===== src/rtl/core/ncw_pkg.sv =====
package ncw_pkg;

    localparam logic [7:0] DUP_LIMIT = 8'd3;

    localparam logic [31:0] ONE_SEG  = 32'h0001_0000;
    localparam logic [31:0] HALF_SEG = 32'h0000_8000;

    localparam logic [31:0] RESET_WINDOW    = 32'h0001_0000;
    localparam logic [15:0] RESET_THRESHOLD = 16'd16;

    localparam int          DIV_STEPS = 33;
    localparam logic [5:0]  DIV_FIRST = 6'(DIV_STEPS - 1);

    typedef enum logic [1:0] {
        PH_OPEN     = 2'd0,
        PH_DISORDER = 2'd1,
        PH_RECOVERY = 2'd2,
        PH_LOSS     = 2'd3
    } t_phase;

    typedef enum logic {
        FUNC_ACK  = 1'b0,
        FUNC_LOSS = 1'b1
    } t_func;

    typedef enum logic {
        CFG_INITIAL_WINDOW    = 1'b0,
        CFG_INITIAL_THRESHOLD = 1'b1
    } t_cfg_index;

    typedef enum logic [1:0] {
        ST_IDLE   = 2'd0,
        ST_DIV    = 2'd1,
        ST_COMMIT = 2'd2
    } t_state;

    typedef struct packed {
        logic load;
        logic step;
        logic commit;
    } t_cmd;

    typedef struct packed {
        logic need_div;
        logic div_last;
    } t_status;

    typedef struct packed {
        logic        retransmit;
        logic        wake_sender;
        logic [31:0] window_now;
        logic [15:0] threshold_now;
        t_phase      phase_now;
        logic [7:0]  dup_count;
    } t_result;

endpackage


===== src/rtl/core/ncw_ctrl.sv =====
module ncw_ctrl
    import ncw_pkg::*;
(
    input  logic    i_clk,
    input  logic    i_rst_n,
    input  logic    i_valid,
    input  logic    i_out_free,
    input  t_status i_status,
    output t_cmd    o_cmd,
    output logic    o_busy
);

    t_state r_state;
    t_state n_state;

    always_ff @(posedge i_clk) begin
        if (!i_rst_n) begin
            r_state <= ST_IDLE;
        end else begin
            r_state <= n_state;
        end
    end

    always_comb begin
        n_state = r_state;
        unique case (r_state)
            ST_IDLE: begin
                if (i_valid) begin
                    n_state = i_status.need_div ? ST_DIV : ST_COMMIT;
                end
            end
            ST_DIV: begin
                if (i_status.div_last) begin
                    n_state = ST_COMMIT;
                end
            end
            ST_COMMIT: begin
                if (i_out_free) begin
                    n_state = ST_IDLE;
                end
            end
            default: begin
                n_state = ST_IDLE;
            end
        endcase
    end

    always_comb begin
        o_cmd  = '0;
        o_busy = 1'b1;
        unique case (r_state)
            ST_IDLE: begin
                o_busy     = 1'b0;
                o_cmd.load = i_valid;
            end
            ST_DIV: begin
                o_cmd.step = 1'b1;
            end
            ST_COMMIT: begin
                o_cmd.commit = i_out_free;
            end
            default: begin
                o_busy = 1'b1;
            end
        endcase
    end

endmodule


===== src/rtl/core/ncw_datapath.sv =====
module ncw_datapath
    import ncw_pkg::*;
(
    input  logic        i_clk,
    input  logic        i_rst_n,
    input  t_cmd        i_cmd,
    output t_status     o_status,
    input  logic        i_func,
    input  logic [31:0] i_ack_number,
    input  logic        i_ack_advances,
    input  logic [31:0] i_next_send_seq,
    input  logic [31:0] i_loss_mark,
    input  logic        i_cfg_write,
    input  logic        i_cfg_index,
    input  logic [31:0] i_cfg_data,
    output t_result     o_result
);

    logic [31:0] r_window;
    logic [15:0] r_threshold;
    t_phase      r_phase;
    logic [7:0]  r_dup;
    logic        r_shrink_done;
    logic [31:0] r_recovery_point;
    logic [31:0] r_loss_point;

    t_func       r_func;
    logic [31:0] r_ack;
    logic        r_adv;
    logic [31:0] r_nxt;
    logic [31:0] r_lmark;

    logic [31:0] r_rem;
    logic [32:0] r_quo;
    logic [5:0]  r_cnt;

    logic [31:0] n_window;
    logic [15:0] n_threshold;
    t_phase      n_phase;
    logic [7:0]  n_dup;
    logic        n_shrink_done;
    logic [31:0] n_recovery_point;
    logic [31:0] n_loss_point;
    logic        n_retx;
    logic        n_wake;

    logic [31:0] thr_fixed;
    logic [32:0] div_shift;
    logic        div_ge;
    logic [31:0] recip;
    logic [32:0] grow_sum;
    logic [31:0] grown;
    logic [7:0]  dup_inc;
    logic [31:0] grown_shrunk;
    logic [31:0] window_shrunk;
    logic [14:0] half_thr;

    assign thr_fixed = {r_threshold, 16'h0000};

    always_comb begin
        o_status.need_div = (t_func'(i_func) == FUNC_ACK) && (r_phase != PH_RECOVERY)
                            && !(r_window < thr_fixed);
        o_status.div_last = (r_cnt == 6'd0);
    end

    assign div_shift = {r_rem, (r_cnt == DIV_FIRST)};
    assign div_ge    = (div_shift >= {1'b0, r_window});

    always_ff @(posedge i_clk) begin
        if (i_cmd.load) begin
            r_func  <= t_func'(i_func);
            r_ack   <= i_ack_number;
            r_adv   <= i_ack_advances;
            r_nxt   <= i_next_send_seq;
            r_lmark <= i_loss_mark;
            r_rem   <= '0;
            r_quo   <= '0;
            r_cnt   <= DIV_FIRST;
        end else if (i_cmd.step) begin
            r_rem <= div_ge ? 32'(div_shift - {1'b0, r_window}) : div_shift[31:0];
            r_quo <= {r_quo[31:0], div_ge};
            r_cnt <= r_cnt - 6'd1;
        end
    end

    always_comb begin
        recip = r_quo[32] ? 32'hFFFF_FFFF : r_quo[31:0];
        if (r_window < thr_fixed) begin
            grow_sum = {1'b0, r_window} + {1'b0, ONE_SEG};
        end else begin
            grow_sum = {1'b0, r_window} + {1'b0, recip};
        end
        grown         = grow_sum[32] ? 32'hFFFF_FFFF : grow_sum[31:0];
        dup_inc       = (r_dup == 8'hFF) ? r_dup : r_dup + 8'd1;
        grown_shrunk  = (grown > HALF_SEG) ? grown - HALF_SEG : 32'd0;
        window_shrunk = (r_window > HALF_SEG) ? r_window - HALF_SEG : 32'd0;
        half_thr      = grown[31:17];
    end

    always_comb begin
        n_window         = r_window;
        n_threshold      = r_threshold;
        n_phase          = r_phase;
        n_dup            = r_dup;
        n_shrink_done    = r_shrink_done;
        n_recovery_point = r_recovery_point;
        n_loss_point     = r_loss_point;
        n_retx           = 1'b0;
        n_wake           = 1'b0;
        if (r_func == FUNC_LOSS) begin
            n_phase      = PH_LOSS;
            n_loss_point = r_lmark;
        end else begin
            case (r_phase)
                PH_OPEN: begin
                    n_window = grown;
                    if (!r_adv) begin
                        n_dup   = dup_inc;
                        n_phase = PH_DISORDER;
                    end
                end
                PH_DISORDER: begin
                    n_window = grown;
                    if (!r_adv) begin
                        n_dup = dup_inc;
                        if (dup_inc >= DUP_LIMIT) begin
                            n_threshold      = (half_thr == 15'd0) ? 16'd1 : {1'b0, half_thr};
                            n_window         = grown_shrunk;
                            n_shrink_done    = 1'b0;
                            n_recovery_point = r_nxt;
                            n_phase          = PH_RECOVERY;
                            n_retx           = 1'b1;
                        end
                    end
                end
                PH_LOSS: begin
                    n_window = grown;
                    if (r_adv) begin
                        if (r_ack >= r_loss_point) begin
                            n_phase = PH_OPEN;
                            n_dup   = 8'd0;
                        end
                    end else begin
                        n_dup = dup_inc;
                    end
                end
                PH_RECOVERY: begin
                    if (r_window > thr_fixed && !r_shrink_done) begin
                        n_window = window_shrunk;
                    end else begin
                        n_shrink_done = 1'b1;
                    end
                    if (r_adv) begin
                        if (r_ack < r_recovery_point) begin
                            n_retx = 1'b1;
                        end else begin
                            n_phase = PH_OPEN;
                            n_dup   = 8'd0;
                        end
                    end else begin
                        n_dup  = dup_inc;
                        n_wake = 1'b1;
                    end
                end
                default: begin
                    n_phase = r_phase;
                end
            endcase
        end
    end

    always_ff @(posedge i_clk) begin
        if (!i_rst_n) begin
            r_window         <= RESET_WINDOW;
            r_threshold      <= RESET_THRESHOLD;
            r_phase          <= PH_OPEN;
            r_dup            <= '0;
            r_shrink_done    <= 1'b0;
            r_recovery_point <= '0;
            r_loss_point     <= '0;
        end else if (i_cmd.commit) begin
            r_window         <= n_window;
            r_threshold      <= n_threshold;
            r_phase          <= n_phase;
            r_dup            <= n_dup;
            r_shrink_done    <= n_shrink_done;
            r_recovery_point <= n_recovery_point;
            r_loss_point     <= n_loss_point;
        end else if (i_cfg_write) begin
            unique case (t_cfg_index'(i_cfg_index))
                CFG_INITIAL_WINDOW: begin
                    r_window <= i_cfg_data;
                end
                CFG_INITIAL_THRESHOLD: begin
                    r_threshold <= i_cfg_data[15:0];
                end
                default: begin
                    r_window <= r_window;
                end
            endcase
        end
    end

    always_comb begin
        o_result.retransmit    = n_retx;
        o_result.wake_sender   = n_wake;
        o_result.window_now    = n_window;
        o_result.threshold_now = n_threshold;
        o_result.phase_now     = n_phase;
        o_result.dup_count     = n_dup;
    end

endmodule


===== src/rtl/core/newreno_congestion_window.sv =====
// Congestion window tracker for a NewReno sender.
// The input channel carries one event per transaction: an ACK (func 0) with its
// acknowledgement number, advance flag and the sender's next sequence, or a
// loss entry (func 1) with the sequence point that ends the loss phase.
// Every event produces exactly one result transaction on the output channel
// with the window, threshold, phase, duplicate count and the retransmit and
// wake requests.
// An ACK that grows the window at or above the threshold runs a bit-serial
// reciprocal of the 32-bit window, one quotient bit per cycle, so such an
// event reaches the result register once the division ends; all other events
// go from acceptance straight to the commit step. No new event is accepted
// until the result of the last one has been committed.
// The input stall is high while an event is in progress. A finished result
// waits in the output register while the receiver stalls; the block holds the
// next event until that register is free.
// The configuration port is always ready and loads the live window or
// threshold; write it only while the block is idle.
// Reset sets the window to one segment, the threshold to 16 segments and the
// phase to open, and empties the output register.
module newreno_congestion_window
    import ncw_pkg::*;
(
    input  logic        i_clk,
    input  logic        i_rst_n,
    input  logic        i_valid,
    output logic        o_stall,
    input  logic        i_func,
    input  logic [31:0] i_ack_number,
    input  logic        i_ack_advances,
    input  logic [31:0] i_next_send_seq,
    input  logic [31:0] i_loss_mark,
    output logic        o_valid,
    input  logic        i_stall,
    output logic        o_retransmit,
    output logic        o_wake_sender,
    output logic [31:0] o_window_now,
    output logic [15:0] o_threshold_now,
    output logic [1:0]  o_phase_now,
    output logic [7:0]  o_dup_count,
    input  logic        i_cfg_valid,
    output logic        o_cfg_ready,
    input  logic        i_cfg_index,
    input  logic [31:0] i_cfg_data
);

    t_cmd    cmd;
    t_status status;
    t_result result;
    logic    busy;
    logic    out_free;

    t_result r_out;
    logic    r_out_valid;

    assign out_free    = !r_out_valid || !i_stall;
    assign o_stall     = busy;
    assign o_cfg_ready = 1'b1;

    ncw_ctrl u_ctrl (
        .i_clk      (i_clk),
        .i_rst_n    (i_rst_n),
        .i_valid    (i_valid),
        .i_out_free (out_free),
        .i_status   (status),
        .o_cmd      (cmd),
        .o_busy     (busy)
    );

    ncw_datapath u_datapath (
        .i_clk           (i_clk),
        .i_rst_n         (i_rst_n),
        .i_cmd           (cmd),
        .o_status        (status),
        .i_func          (i_func),
        .i_ack_number    (i_ack_number),
        .i_ack_advances  (i_ack_advances),
        .i_next_send_seq (i_next_send_seq),
        .i_loss_mark     (i_loss_mark),
        .i_cfg_write     (i_cfg_valid),
        .i_cfg_index     (i_cfg_index),
        .i_cfg_data      (i_cfg_data),
        .o_result        (result)
    );

    always_ff @(posedge i_clk) begin
        if (!i_rst_n) begin
            r_out_valid <= 1'b0;
        end else if (cmd.commit) begin
            r_out_valid <= 1'b1;
        end else if (!i_stall) begin
            r_out_valid <= 1'b0;
        end
    end

    always_ff @(posedge i_clk) begin
        if (cmd.commit) begin
            r_out <= result;
        end
    end

    assign o_valid         = r_out_valid;
    assign o_retransmit    = r_out.retransmit;
    assign o_wake_sender   = r_out.wake_sender;
    assign o_window_now    = r_out.window_now;
    assign o_threshold_now = r_out.threshold_now;
    assign o_phase_now     = r_out.phase_now;
    assign o_dup_count     = r_out.dup_count;

endmodule

===== config.mk =====
export PLATFORM = sky130hd
export DESIGN_NAME = newreno_congestion_window
export DESIGN_NICKNAME = d
export VERILOG_FILES = /design/src/rtl/core/ncw_pkg.sv /design/src/rtl/core/ncw_ctrl.sv /design/src/rtl/core/ncw_datapath.sv /design/src/rtl/core/newreno_congestion_window.sv
export SDC_FILE = /design/constraint.sdc
export NUM_CORES = 1
export LEC_CHECK = 0
export ABC_AREA = 1
export ABC_CLOCK_PERIOD_IN_PS = 9600
export CORE_MARGIN = 2
export CORE_UTILIZATION = 30
export DETAILED_ROUTE_END_ITERATION = 6
export DONT_BUFFER_PORTS = 1
export GPL_TIMING_DRIVEN = 0
export PLACE_DENSITY = 0.52
export SLEW_MARGIN = 15
export SYNTH_ARGS = -nofsm -noshare
export SYNTH_HDL_FRONTEND = slang
export SYNTH_SLANG_ARGS = --single-unit
export TNS_END_PERCENT = 20

===== constraint.sdc =====
create_clock -name i_clk -period 9.6 [get_ports i_clk]
set_input_delay 0.96 -clock i_clk [delete_from_list [all_inputs] [get_ports i_clk]]
set_output_delay 0.96 -clock i_clk [all_outputs]
set_load 0.005 [all_outputs]

# After elaboration in Yosys (flattened, before gate mapping)
# Index checks and enable logic that the tools add are counted.
[totals]
latch_bits = 0
mem_bits_rw = 0
register_bits = 355
mem_count = 0
mem_bits_ro = 0
in_bits = 136
[classes]
n_eq_ne = 16
add_sub_neg = 7
multipliers = 0
n_shift = 0
n_reduce_logical = 24
n_div = 0
mux = 60
n_lt_le_gt_ge = 8
n_bitwise = 4
[ops]
columns = ["operator", "count"]
rows = [
  ["two-way mux 32 bit", 12],
  ["two-way mux 16 bit", 7],
  ["case mux 32 bit (3 select lines)", 1],
  ["> comparator 32 x 16 -> 1 bit, second input constant", 2],
  ["less-than comparator 32 bit", 2],
  ["subtractor 32 x 16 -> 32 bit, second input constant", 2],
  ["two-way mux 8 bit", 7],
  ["adder 32 x 17 -> 33 bit, second input constant", 1],
  ["adder 32 x 32 -> 33 bit", 1],
  ["greater-or-equal comparator 33 x 32 -> 1 bit", 1],
  ["two-way mux 33 bit", 1],
  ["greater-or-equal comparator 32 bit", 1],
  ["> comparator 32 bit", 1],
  ["subtractor 32 bit", 1],
  ["two-way mux 2 bit", 12],
  ["case mux 8 bit (3 select lines)", 1],
  ["zero test 15 bit", 1],
  ["two-way mux 15 bit", 1],
  ["two-way mux 1 bit", 14],
  ["inequality test 2 bit, second input constant", 5],
  ["adder 8 x 1 -> 8 bit, second input constant", 1],
  ["equality test 8 bit, second input constant", 1],
  ["greater-or-equal comparator 8 x 2 -> 1 bit, second input constant", 1],
  ["inequality test 2 x 1 -> 1 bit, second input constant", 4],
  ["19 further kinds", 38],
]

# Depth between registers and ports, before layout
# Gate-level depths: netlist of run 1.
[logic_depth]
ltp_word = 11
depth_mapped = 32
depth_no_buf = 30

# Cells and area by module
# Synthesis of run 1 repeated with hierarchy kept, for this count alone.
[hier_totals]
hier_cells = 3162
area_unflattened_um2 = 23073.4
[by_module_without_submodules]
columns = ["mod", "area_each_um2", "cells_per_inst", "instances"]
rows = [
  ["ncw_datapath", 21086.5, 3072, 1],
  ["newreno_congestion_window", 1855.5, 67, 1],
  ["ncw_ctrl", 131.4, 23, 1],
]

# Worst setup path after synthesis of run 1
# OpenSTA, ideal clock, no wires.
[synth_path]
path_kind = "input port to flip-flop"
from = "in i_valid"
to = "reg u_datapath.r_ack[0] (enable)"
path_stages = 3
slack_ns = 5.001
required_time_ns = 9.099
arrival_time_ns = 4.099
setup_ns = 0.501
cell_sequence = "inv_1 -> nor2_1 -> clkbuf_1"
[synth_lines]
columns = ["item", "line", "rtl"]
rows = [
  ["start: declaration", "newreno_congestion_window.sv:25", "input logic i_valid,"],
  ["end signal: assignment", "ncw_datapath.sv:72", "r_ack <= i_ack_number;"],
  ["end: declaration", "ncw_datapath.sv:28", "logic [31:0] r_ack;"],
]

# Final worst setup path of run 1
[layout_path]
from = "reg u_datapath.r_quo[32]"
to = "reg u_datapath.r_window[25]"
[layout_via]
elab_chain_cells = 11
[layout_rtl]
columns = ["item", "line", "rtl"]
rows = [
  ["start: declaration", "ncw_datapath.sv:34", "logic [32:0] r_quo;"],
  ["start signal: assignment", "ncw_datapath.sv:81", "r_quo <= {r_quo[31:0], div_ge};"],
  ["two-way mux 32 bit *", "ncw_datapath.sv:87", "recip = r_quo[32] ? 32'hFFFF_FFFF : r_quo[31:0];"],
  ["adder 32 x 32 -> 33 bit *", "ncw_datapath.sv:91", "grow_sum = {1'b0, r_window} + {1'b0, recip};"],
  ["two-way mux 33 bit *", "ncw_datapath.sv:88", "if (r_window < thr_fixed) begin"],
  ["two-way mux 32 bit *", "ncw_datapath.sv:93", "grown = grow_sum[32] ? 32'hFFFF_FFFF : grow_sum[31:0];"],
  ["subtractor 32 x 16 -> 32 bit / > comparator 32 x 16 -> 1 bit (equally long branches)", "ncw_datapath.sv:95", "grown_shrunk = (grown > HALF_SEG) ? grown - HALF_SEG : 32'd0;"],
  ["two-way mux 32 bit", "ncw_datapath.sv:95", ""],
  ["two-way mux 32 bit", "ncw_datapath.sv:126", "if (dup_inc >= DUP_LIMIT) begin"],
  ["two-way mux 32 bit", "ncw_datapath.sv:124", "if (!r_adv) begin"],
  ["case mux 32 bit (3 select lines) *", "ncw_datapath.sv:114", "case (r_phase)"],
  ["two-way mux 32 bit *", "ncw_datapath.sv:110", "if (r_func == FUNC_LOSS) begin"],
  ["two-way mux 32 bit *", "ncw_datapath.sv:181", "end else if (i_cmd.commit) begin"],
  ["end signal: assignment", "ncw_datapath.sv:182", "r_window <= n_window;"],
  ["end signal: assignment", "ncw_datapath.sv:192", "r_window <= i_cfg_data;"],
  ["end signal: assignment", "ncw_datapath.sv:198", "r_window <= r_window;"],
  ["end: declaration", "ncw_datapath.sv:19", "logic [31:0] r_window;"],
]
# Mark *: on every way between the ends. The rest lies on a longest branch, timed or not.
# A chain may end at the register's enable or synchronous reset.

==> metrics.cfg, run 1 <==
[job]
drv_cap=0

[sta]
slew_viol_final=0
fin_crit_sh_pct=53.32
period_minus_slack_ns=5.119
hold_viol=0
setup_viol=0
finalSetupTns_ns=0
grt_setup_unrepaired=no
setup_slack_ns=4.481
fmax_mhz=195.4
worst_pin_slew_ns=1.063
slew_headroom_pct=29.11
skew_ns=0.06079

[floorplan]
die_w_um=282.1
start_util_pct=30.44
coreArea_um2=76200
top_level_ports=199
row_count=101
dieArea_um2=79550
die_h_um=282.1

[worst_setup_path]
cp-start-kind=register
crit_slowest_cell=dfxtp_1
cpMostUsedCell=nand2_1
critPathBufInv=5
cp_top_family=simple AND/OR/NAND/NOR gates
crit_fanout=10
crit_type=register to register
worstPathArrival_ns=5.58
crit_required_ns=10.07
reg2reg_slack_ns=4.48
critPathMaxStageDelay_ns=0.53
end_kind=register

[global_routing]
grt_pass1_vias=19800
grt_util_met2_pct=34.97
grt_antenna_before_repair=3
top_usage_layer=met2
overflow=0
grt_usage_pct=21.35
grt_max_degree=56
grt_pass1_wl_mm=127.2
use_met3_pct=2.850
met1_usage_pct=28.85

[logic_synthesis]
synth_area_leaders=edfxtp_1 20%, dfxtp_1 17%, nand2_1 15%
netlist_instances=3203
synth_largest_area_cell=edfxtp_1
synth.distinct_cells=68
synthesis.area_um2=23190
netlist.area_leader.share_pct=20.46
synth-seq-cells=355
yosysWarnings=0
synth_fp_nets=3497
async_flop_share_pct=0
synth_area_per_cell_um2=7.241
seq_area_frac_synth_pct=37.46
synth-edff-count=158
synth_top_flop_cell=dfxtp_1

[drt]
vias=21400
ant_nets=0
drt_wl_total_mm=86.22
wl_per_cell_um=19.98
first_pass_iters=6
routed_via_density=4.959
drt_drc_violations_left=0
drt_iter0_markers=1772

[finish]
final_common_cell=nand2_1
nets=3545
area_delta_synth_final_pct=12.25
drive_above_1_share_pct=7.367
final_cell_mix=906 x nand2_1, 406 x inv_1, 270 x a21oi_1

[placement]
dp_hpwl_mm=69.18
routabilityCongestion=1.003
pre_cts_slack_ns=4.536
io_buffers=0

[clock_tree]
cts.sinks=355
clk_latency_ns=0.62
post_cts_buffers=0
holdBufCountCts=0
numCtsBuffers=42
cts.path.max_buffers=3
cts_tree=built
cts-resized-gates=0
root_buffer=clkbuf_16
clk_pin_slew_worst_paths_ns=0.07
htreeDepth=2

[power_and_ir_drop]
p_leak_nw=11.37
ir_drop_mv=0.1653
p_per_area_nw_per_um2=372.9

[hold_path]
hold_path.class=register to register

[run_status]
status=completed

==> tightest hold or removal path, stage by stage, from the launching register on <==
cell	delay, ns
dfxtp_1	0.31
nand2_1	0.06
a21oi_1	0.05
==> final cells by class <==
class / count / area (um2)
fill: 8270 / 50170
multi-input combinational: 2297 / 12330
sequential: 355 / 8688
inverter: 429 / 1615
tap: 1030 / 1289
clock buffer: 55 / 1151
buffer: 122 / 568.0
clock inverter: 23 / 299.0
timing repair buffer: 4 / 95.09
antenna: 1 / 2.502
==> Yosys cell counts (34+ instances only) <==
| master | instances |
|---|---|
| ha_1 | 156 |
| nor2_1 | 206 |
| or2_2 | 37 |
| inv_1 | 406 |
| o21ai_0 | 151 |
| a21oi_1 | 270 |
| dfxtp_1 | 197 |
| nand3_1 | 205 |
| xor2_1 | 34 |
| edfxtp_1 | 158 |
| nand4_1 | 48 |
| clkbuf_1 | 85 |
| nand2_1 | 906 |
==> power breakdown <==
group | internal, mW | switching, mW
registers | 2.05 | 0.318
clock network | 0.993 | 0.702
logic | 1.65 | 4.00
==> kinds of logic after synthesis <==
kind of cell	Yosys count	share of synthesized area [%]
xor gates and xnor gates	58	2.190
buffers and inverters	551	9.392
adders and majority gates	158	8.588
muxes	1	0.04316
and+or+nand+nor	1504	28.29
AOI/OAI and AO/OA	575	14.02
DFF	355	37.46
other	1	0.01617
==> final timing paths <==
| kind | start | to | cells past startpoint |
|---|---|---|---|
| max | u_datapath.r_quo[32]$_SDFFE_PP0P_ | u_datapath.r_window[25]$_SDFFE_PN0P_ | 30 |
| min | u_datapath.r_quo[19]$_SDFFE_PP0P_ | u_datapath.r_quo[20]$_SDFFE_PP0P_ | 2 |
| max reg2reg | u_datapath.r_quo[32]$_SDFFE_PP0P_ | u_datapath.r_window[25]$_SDFFE_PN0P_ | 30 |
| min reg2reg | u_datapath.r_quo[19]$_SDFFE_PP0P_ | u_datapath.r_quo[20]$_SDFFE_PP0P_ | 2 |
==> flip-flops by register name, summed over array words and instances, names as in the netlist, 32 cells and up <==
name,cells
u_datapath.r_window,32
u_datapath.r_recovery_point,32
u_datapath.r_ack,32
u_datapath.r_quo,33
u_datapath.r_loss_point,32
u_datapath.r_nxt,32
u_datapath.r_rem,32
u_datapath.r_lmark,32
o_window_now,32
==> metal layers <==
layer / vias up / share of wire [%]
li1: 10620 / -
met1: 9992 / 45
met2: 644 / 46
met3: 145 / 6.4
met4: 0 / 3.4
met5: - / 0
==> through the flow <==
step           area, um2  util (%)  total power, mW  hold slack [ns]  cells
6_report           26040     34.17            9.709           0.4326   4316
5_1_grt            26040     34.17            10.37           0.4290   4316
4_1_cts            26030     34.16            9.674           0.4169   4315
3_5_place_dp       24580     32.26            7.933           0.4500   4237
3_3_place_gp       24480     32.13            7.945           0.4457   4233
2_1_floorplan      23190         -            6.080           0.4245   3203
No activity file was read; power rests on OpenSTA's default activity.
==> run 2: changes to the inputs <==
- ABC_CLOCK_PERIOD_IN_PS: 9600 -> 4810
- clock period: 9.6 -> 4.81 ns (I/O delays scaled with it)
==> run 2 against run 1 <==
Flip-flop and latch count did not move. Via count is 1.9% higher. Routed wire length rose by 0.74%. Utilization grew 1.3 points. Critical path depth decreased by 7. Cell count increased by 2.3%. Fmax grew 8.3%. Highest routed layer unchanged.
==> metrics.cfg, run 2 (synthesized netlist as in run 1, its figures left out) <==
[global_routing]
grt_max_degree=56  ; unchanged
grt_antenna_before_repair=1  ; -2
grt_pass1_wl_mm=128.7  ; +1.1%
grt_usage_pct=21.50  ; +0.15 points
grt_pass1_vias=20430  ; +3.2%
overflow=0  ; unchanged

[power_and_ir_drop]
ir_drop_mv=0.3301  ; +100%
p_per_area_nw_per_um2=721.1  ; +93%
p_leak_nw=11.80  ; +3.8%

[drt]
ant_nets=0  ; unchanged
drt_drc_violations_left=0  ; unchanged
first_pass_iters=6  ; unchanged
vias=21810  ; +1.9%
routed_via_density=4.938  ; -0.43%
drt_wl_total_mm=86.85  ; +0.74%
drt_iter0_markers=1790  ; +1.0%
wl_per_cell_um=19.66  ; -1.6%

[worst_setup_path]
crit_required_ns=5.05  ; -5.02 ns
cp_top_family=simple AND/OR/NAND/NOR gates
crit_fanout=10  ; unchanged
critPathBufInv=5  ; unchanged
cp-start-kind=register
crit_type=register to register
crit_slowest_cell=dfxtp_1
cpMostUsedCell=nand2_1
end_kind=register
reg2reg_slack_ns=0.08  ; -4.40 ns
worstPathArrival_ns=4.97  ; -0.61 ns
critPathMaxStageDelay_ns=0.68  ; +0.15 ns
startpoint=u_datapath.r_window[16]$_SDFFE_PN1P_
worstPathCellList=clkinvlp_4 -> ha_1 -> inv_1 -> nand2_1 -> nand2_1 -> nand2_1 -> nand2_1 -> nand2_1 -> nand2_1 -> nand2_2 -> nand2_4 -> buf_6 -> buf_4 -> nand3_1 -> o21ai_1 -> nand3_1 -> nor2_1 -> nand3_1 -> o21ai_2 -> nand4_4 -> buf_6 -> nand2_2 -> a21boi_0
reg2reg_from=u_datapath.r_window[16]$_SDFFE_PN1P_

[floorplan]
coreArea_um2=76200  ; unchanged
top_level_ports=199  ; unchanged
die_w_um=282.1  ; unchanged
start_util_pct=30.44  ; unchanged
die_h_um=282.1  ; unchanged
row_count=101  ; unchanged
dieArea_um2=79550  ; unchanged

[clock_tree]
cts.sinks=355  ; unchanged
clk_latency_ns=0.61  ; about the same
numCtsBuffers=42  ; unchanged
root_buffer=clkbuf_16
cts.path.max_buffers=3  ; unchanged
htreeDepth=2  ; unchanged
cts_tree=built
clk_pin_slew_worst_paths_ns=0.07  ; about the same

[finish]
final_common_cell=nand2_1
regMostFlops=u_datapath.r_quo
largest_register_ffs=33  ; unchanged
area_delta_synth_final_pct=16.65
nets=3646  ; +2.8%
final_cell_mix=905 x nand2_1, 405 x inv_1, 270 x a21oi_1
finish.utilization_pct=35.50  ; +1.3 points
finalNonFillerCells=4417  ; +2.3%
drive_above_1_share_pct=7.472  ; +0.11 points

[sta]
fin_crit_sh_pct=98.27  ; +45 points
setup_viol=0  ; unchanged
fmax_mhz=211.6  ; +8.3%
period_minus_slack_ns=4.727  ; -0.3920 ns
hold_viol=0  ; unchanged
slew_viol_final=0  ; unchanged
worst_pin_slew_ns=1.049  ; -0.01389 ns
holdWs_ns=0.04687  ; -0.3858 ns
finalSetupTns_ns=0  ; unchanged
slew_headroom_pct=30.04  ; +0.93 points
setup_slack_ns=0.08334  ; -4.398 ns
skew_ns=0.05837  ; -0.002429 ns
grt_setup_unrepaired=no

[placement]
pre_cts_slack_ns=-0.2539  ; -4.790 ns
dp_hpwl_mm=69.18  ; unchanged
io_buffers=0  ; unchanged
place_inst=4237  ; unchanged
routabilityCongestion=1.003  ; unchanged

[hold_path]
hold_path.class=input pin to register
hold_start=i_cfg_data[8]

[run_status]
status=completed

[job]
drv_cap=0  ; unchanged

[run 2: changes by cell type in the layout (fill, tap and decap cells not counted), sizes merged]
cell         change
dlygate4sd3     +98
clkbuf           -1
clkinvlp         +1
clkinv           -1
buf              +4
[run 2: repair_timing]
item,CTS,global route
setup buffers,1,2
gates cloned,0,0
resized for setup,3,8
hold endpoints to repair,98,0
pin swaps,0,1
hold buffers,98,0
endpoints found under the setup margin,27,35
[run 2: path summary, 6_finish.rpt]
| check | endpoint | depth (start not counted) |
|---|---|---|
| setup reg to reg | o_window_now[14]$_DFFE_PP_ | 23 |
| setup / recovery | o_window_now[14]$_DFFE_PP_ | 23 |
| hold / removal | u_datapath.r_threshold[8]$_SDFFE_PN0P_ | 2 |
| hold reg to reg | u_datapath.r_quo[20]$_SDFFE_PP0P_ | 2 |
[run 2: metal layers]
layer / part of all wire (%) / global-route usage, % / vias up
met5: 0 / 0 / -
met1: 45 / 28.88 / 10170
met4: 3.4 / 7.420 / 0
li1: - / - / 10820
met3: 5.9 / 3.073 / 154
met2: 45 / 35.20 / 667
[run 2: where the power goes]
part / total, mW / switching (mW) / leakage, nW / internal [mW]
clock network: 3.39 / 1.40 / 0.700 / 1.98
logic: 11.4 / 8.03 / 7.99 / 3.36
registers: 4.74 / 0.642 / 3.11 / 4.10
total: 19.5 / 10.1 / 11.8 / 9.44
[run 2: metrics by stage]
step | total power [mW] | area (um2)
after floorplan | 12.13 | 23190
after global placement | 15.86 | 24480
after detailed placement | 15.83 | 24580
after CTS | 19.39 | 27030
after global routing | 20.80 | 27050
final | 19.51 | 27050
[run 2: final cells by class]
type                       count  area, um2
fill                        8213      49150
multi-input combinational   2297      12330
sequential                   355       8692
inverter                     429       1619
tap                         1030       1289
clock buffer                  55       1151
timing repair buffer         105       1099
buffer                       122      571.8
clock inverter                23      299.0
antenna                        1      2.502
==> run 3: changes to the inputs <==
- ABC_CLOCK_PERIOD_IN_PS: 4810 -> default
- CORE_ASPECT_RATIO: default -> 1.4
==> run 3 against run 2 <==
Combinational power about the same. Power down 0.25%. Global-route usage up 1.6 points. Critical path type unchanged. Clock skew down 0.033 ns. Cell area down 0.66%. Critical path depth down 3. Critical endpoint is now o_window_now[28]$_DFFE_PP_.
==> metrics.cfg, run 3 (synthesized netlist as in run 1, its figures left out) <==
[worst_setup_path]
crit_slowest_cell=dfxtp_1
crit_required_ns=5.12  ; +0.07 ns
crit_type=register to register
crit_fanout=10  ; unchanged
reg2reg_from=u_datapath.r_window[19]$_SDFFE_PN0P_
reg2reg_slack_ns=0.08  ; about the same
cp-start-kind=register
worstPathArrival_ns=5.05  ; +0.08 ns
worstPathCellList=ha_1 -> nand2_1 -> inv_2 -> nand2_1 -> nand2_1 -> nand2_1 -> nand2_1 -> nand2_2 -> nand2_4 -> buf_2 -> o21ai_0 -> nor2_1 -> nand4_1 -> nor2_1 -> nand3_1 -> nand2_1 -> nand3_4 -> buf_6 -> nand4_1 -> a21boi_0
cpMostUsedCell=nand2_1
end_kind=register
ff2ff_path_depth=20  ; -13%
r2r_end=o_window_now[28]$_DFFE_PP_
critPathMaxStageDelay_ns=0.81  ; +0.13 ns

[finish]
nets=3645  ; -0.027%
drive_above_1_share_pct=7.394  ; -0.078 points
fin_area_um2=26880  ; -0.66%
area_delta_synth_final_pct=15.88
regMostFlops=u_datapath.r_quo
final_cell_mix=905 x nand2_1, 405 x inv_1, 270 x a21oi_1
finish.utilization_pct=35.10  ; -0.40 points
largest_register_ffs=33  ; unchanged
final_common_cell=nand2_1

[clock_tree]
cts.path.max_buffers=3  ; unchanged
htreeDepth=2  ; unchanged
cts_tree=built
cts.sinks=355  ; unchanged
numCtsBuffers=40  ; -4.8%
root_buffer=clkbuf_16
clk_pin_slew_worst_paths_ns=0.08  ; about the same
clk_latency_ns=0.58  ; -0.03 ns

[run_status]
status=completed

[floorplan]
coreArea_um2=76570  ; +0.49%
top_level_ports=199  ; unchanged
row_count=120  ; +19%
die_w_um=239.0  ; -15%
dieArea_um2=79580  ; about the same
die_h_um=333.0  ; +18%
start_util_pct=30.29  ; -0.15 points

[drt]
first_pass_iters=6  ; unchanged
ant_nets=0  ; unchanged
drt_drc_violations_left=0  ; unchanged
drt_wl_total_mm=94.38  ; +8.7%
vias=21930  ; +0.57%
drt_iter0_markers=1509  ; -16%
routed_via_density=5.028  ; +1.8%
wl_per_cell_um=21.64  ; +10%

[power_and_ir_drop]
p_leak_nw=11.73  ; -0.63%
p_per_area_nw_per_um2=724.1  ; +0.41%
power_mw=19.46  ; -0.25%
ir_drop_mv=0.3604  ; +9.2%

[placement]
routabilityCongestion=1.007  ; +0.47%
io_buffers=0  ; unchanged
dp_hpwl_mm=75.79  ; +9.6%
place_area_um2=24510  ; -0.31%

[sta]
slew_headroom_pct=31.28  ; +1.2 points
skew_ns=0.02496  ; -0.03341 ns
fmax_mhz=211.3  ; -0.15%
setup_viol=0  ; unchanged
worst_pin_slew_ns=1.031  ; -0.01870 ns
slew_viol_final=0  ; unchanged
fin_crit_sh_pct=98.41  ; +0.15 points
hold_viol=0  ; unchanged
grt_setup_unrepaired=yes
period_minus_slack_ns=4.734  ; +0.006976 ns

[hold_path]
hold_depth=2  ; unchanged
hold_path.class=input pin to register
hold_start=i_cfg_data[15]
hold_path_end=u_datapath.r_window[15]$_SDFFE_PN0P_

[global_routing]
grt_antenna_before_repair=9  ; +8
overflow=0  ; unchanged
grt_pass1_vias=21670  ; +6.1%
grt_pass1_wl_mm=135.8  ; +5.5%
grt_usage_pct=23.14  ; +1.6 points
grt_max_degree=47  ; -16%

[job]
drv_cap=0  ; unchanged

-- run 3: cell count changes in the layout (fill, tap and decap cells not counted), sizes merged --
cell,delta
diode,+4
clkinvlp,+3
clkinv,-5
inv,-2
buf,+1
bufinv,-2
-- run 3: worst max-delay path: cells and delay by family, from the launching register on --
kind	cells	cell delay (ns)
compound gates	2	1.00
flops	1	0.81
fa+ha+maj	1	0.38
simple gates	14	1.78
buf+inv	3	0.51
-- run 3: metal layers --
layer | wire length (um) | track usage (%)
met5 | 86 | 0
met4 | 7339 | 15.63
met3 | 6144 | 5.071
met2 | 46100 | 41.53
met1 | 34710 | 23.87
-- run 3: area by class of cell --
class	count	area (um2)
clock buffers	55	1119
well taps	976	1221
plain buffers	122	571.8
repair buffers	106	1099
diodes	5	12.51
clock inverters	17	191.4
inverters	429	1619
multi-input cells	2297	12350
fillers	8248	49700
flip-flops and latches	355	8690
-- run 3: where the power goes --
group	total [mW]	switching, mW	internal (mW)	leakage (nW)
combinational	11.6	8.20	3.38	8.00
clock	3.19	1.38	1.80	0.619
sequential	4.70	0.601	4.10	3.11
total	19.5	10.2	9.28	11.7
-- run 3: through the flow --
stage	hold WS [ns]	setup WS (ns)	TNS [ns]	std cells
6_report	0.07979	0.07636	0	4362
5_1_grt	0.07146	-0.03122	-0.03122	4357
4_1_cts	0.04996	0.03884	0	4353
3_5_place_dp	0.4522	-0.5271	-11.70	4183
3_3_place_gp	0.4441	-1.566	-247.69	4179
2_1_floorplan	0.4245	0.6897	0	3203
-- run 3: how the worst max path moves through the flow --
stage                                         start                       endpoint  slack (ns)  cells past startpoint
6_report       u_datapath.r_window[19]$_SDFFE_PN0P_     o_window_now[28]$_DFFE_PP_        0.08                     20
5_1_grt           u_datapath.r_quo[32]$_SDFFE_PP0P_     o_window_now[11]$_DFFE_PP_       -0.03                     23
4_1_cts           u_datapath.r_quo[32]$_SDFFE_PP0P_     o_window_now[31]$_DFFE_PP_        0.04                     28
3_5_place_dp      u_datapath.r_quo[32]$_SDFFE_PP0P_     o_window_now[31]$_DFFE_PP_       -0.53                     23
3_3_place_gp         u_ctrl.r_state[1]$_SDFFE_PN0P_  u_datapath.r_nxt[9]$_DFFE_PP_       -1.57                      4
2_1_floorplan                               i_valid  u_datapath.r_ack[0]$_DFFE_PP_        0.69                      3
-- run 3: what timing repair did --
action	CTS	global route
setup buffers	0	4
endpoints found under the hold margin	98	0
resized for setup	7	12
hold buffers	98	0
setup endpoints to repair	68	17
pin swaps	0	3
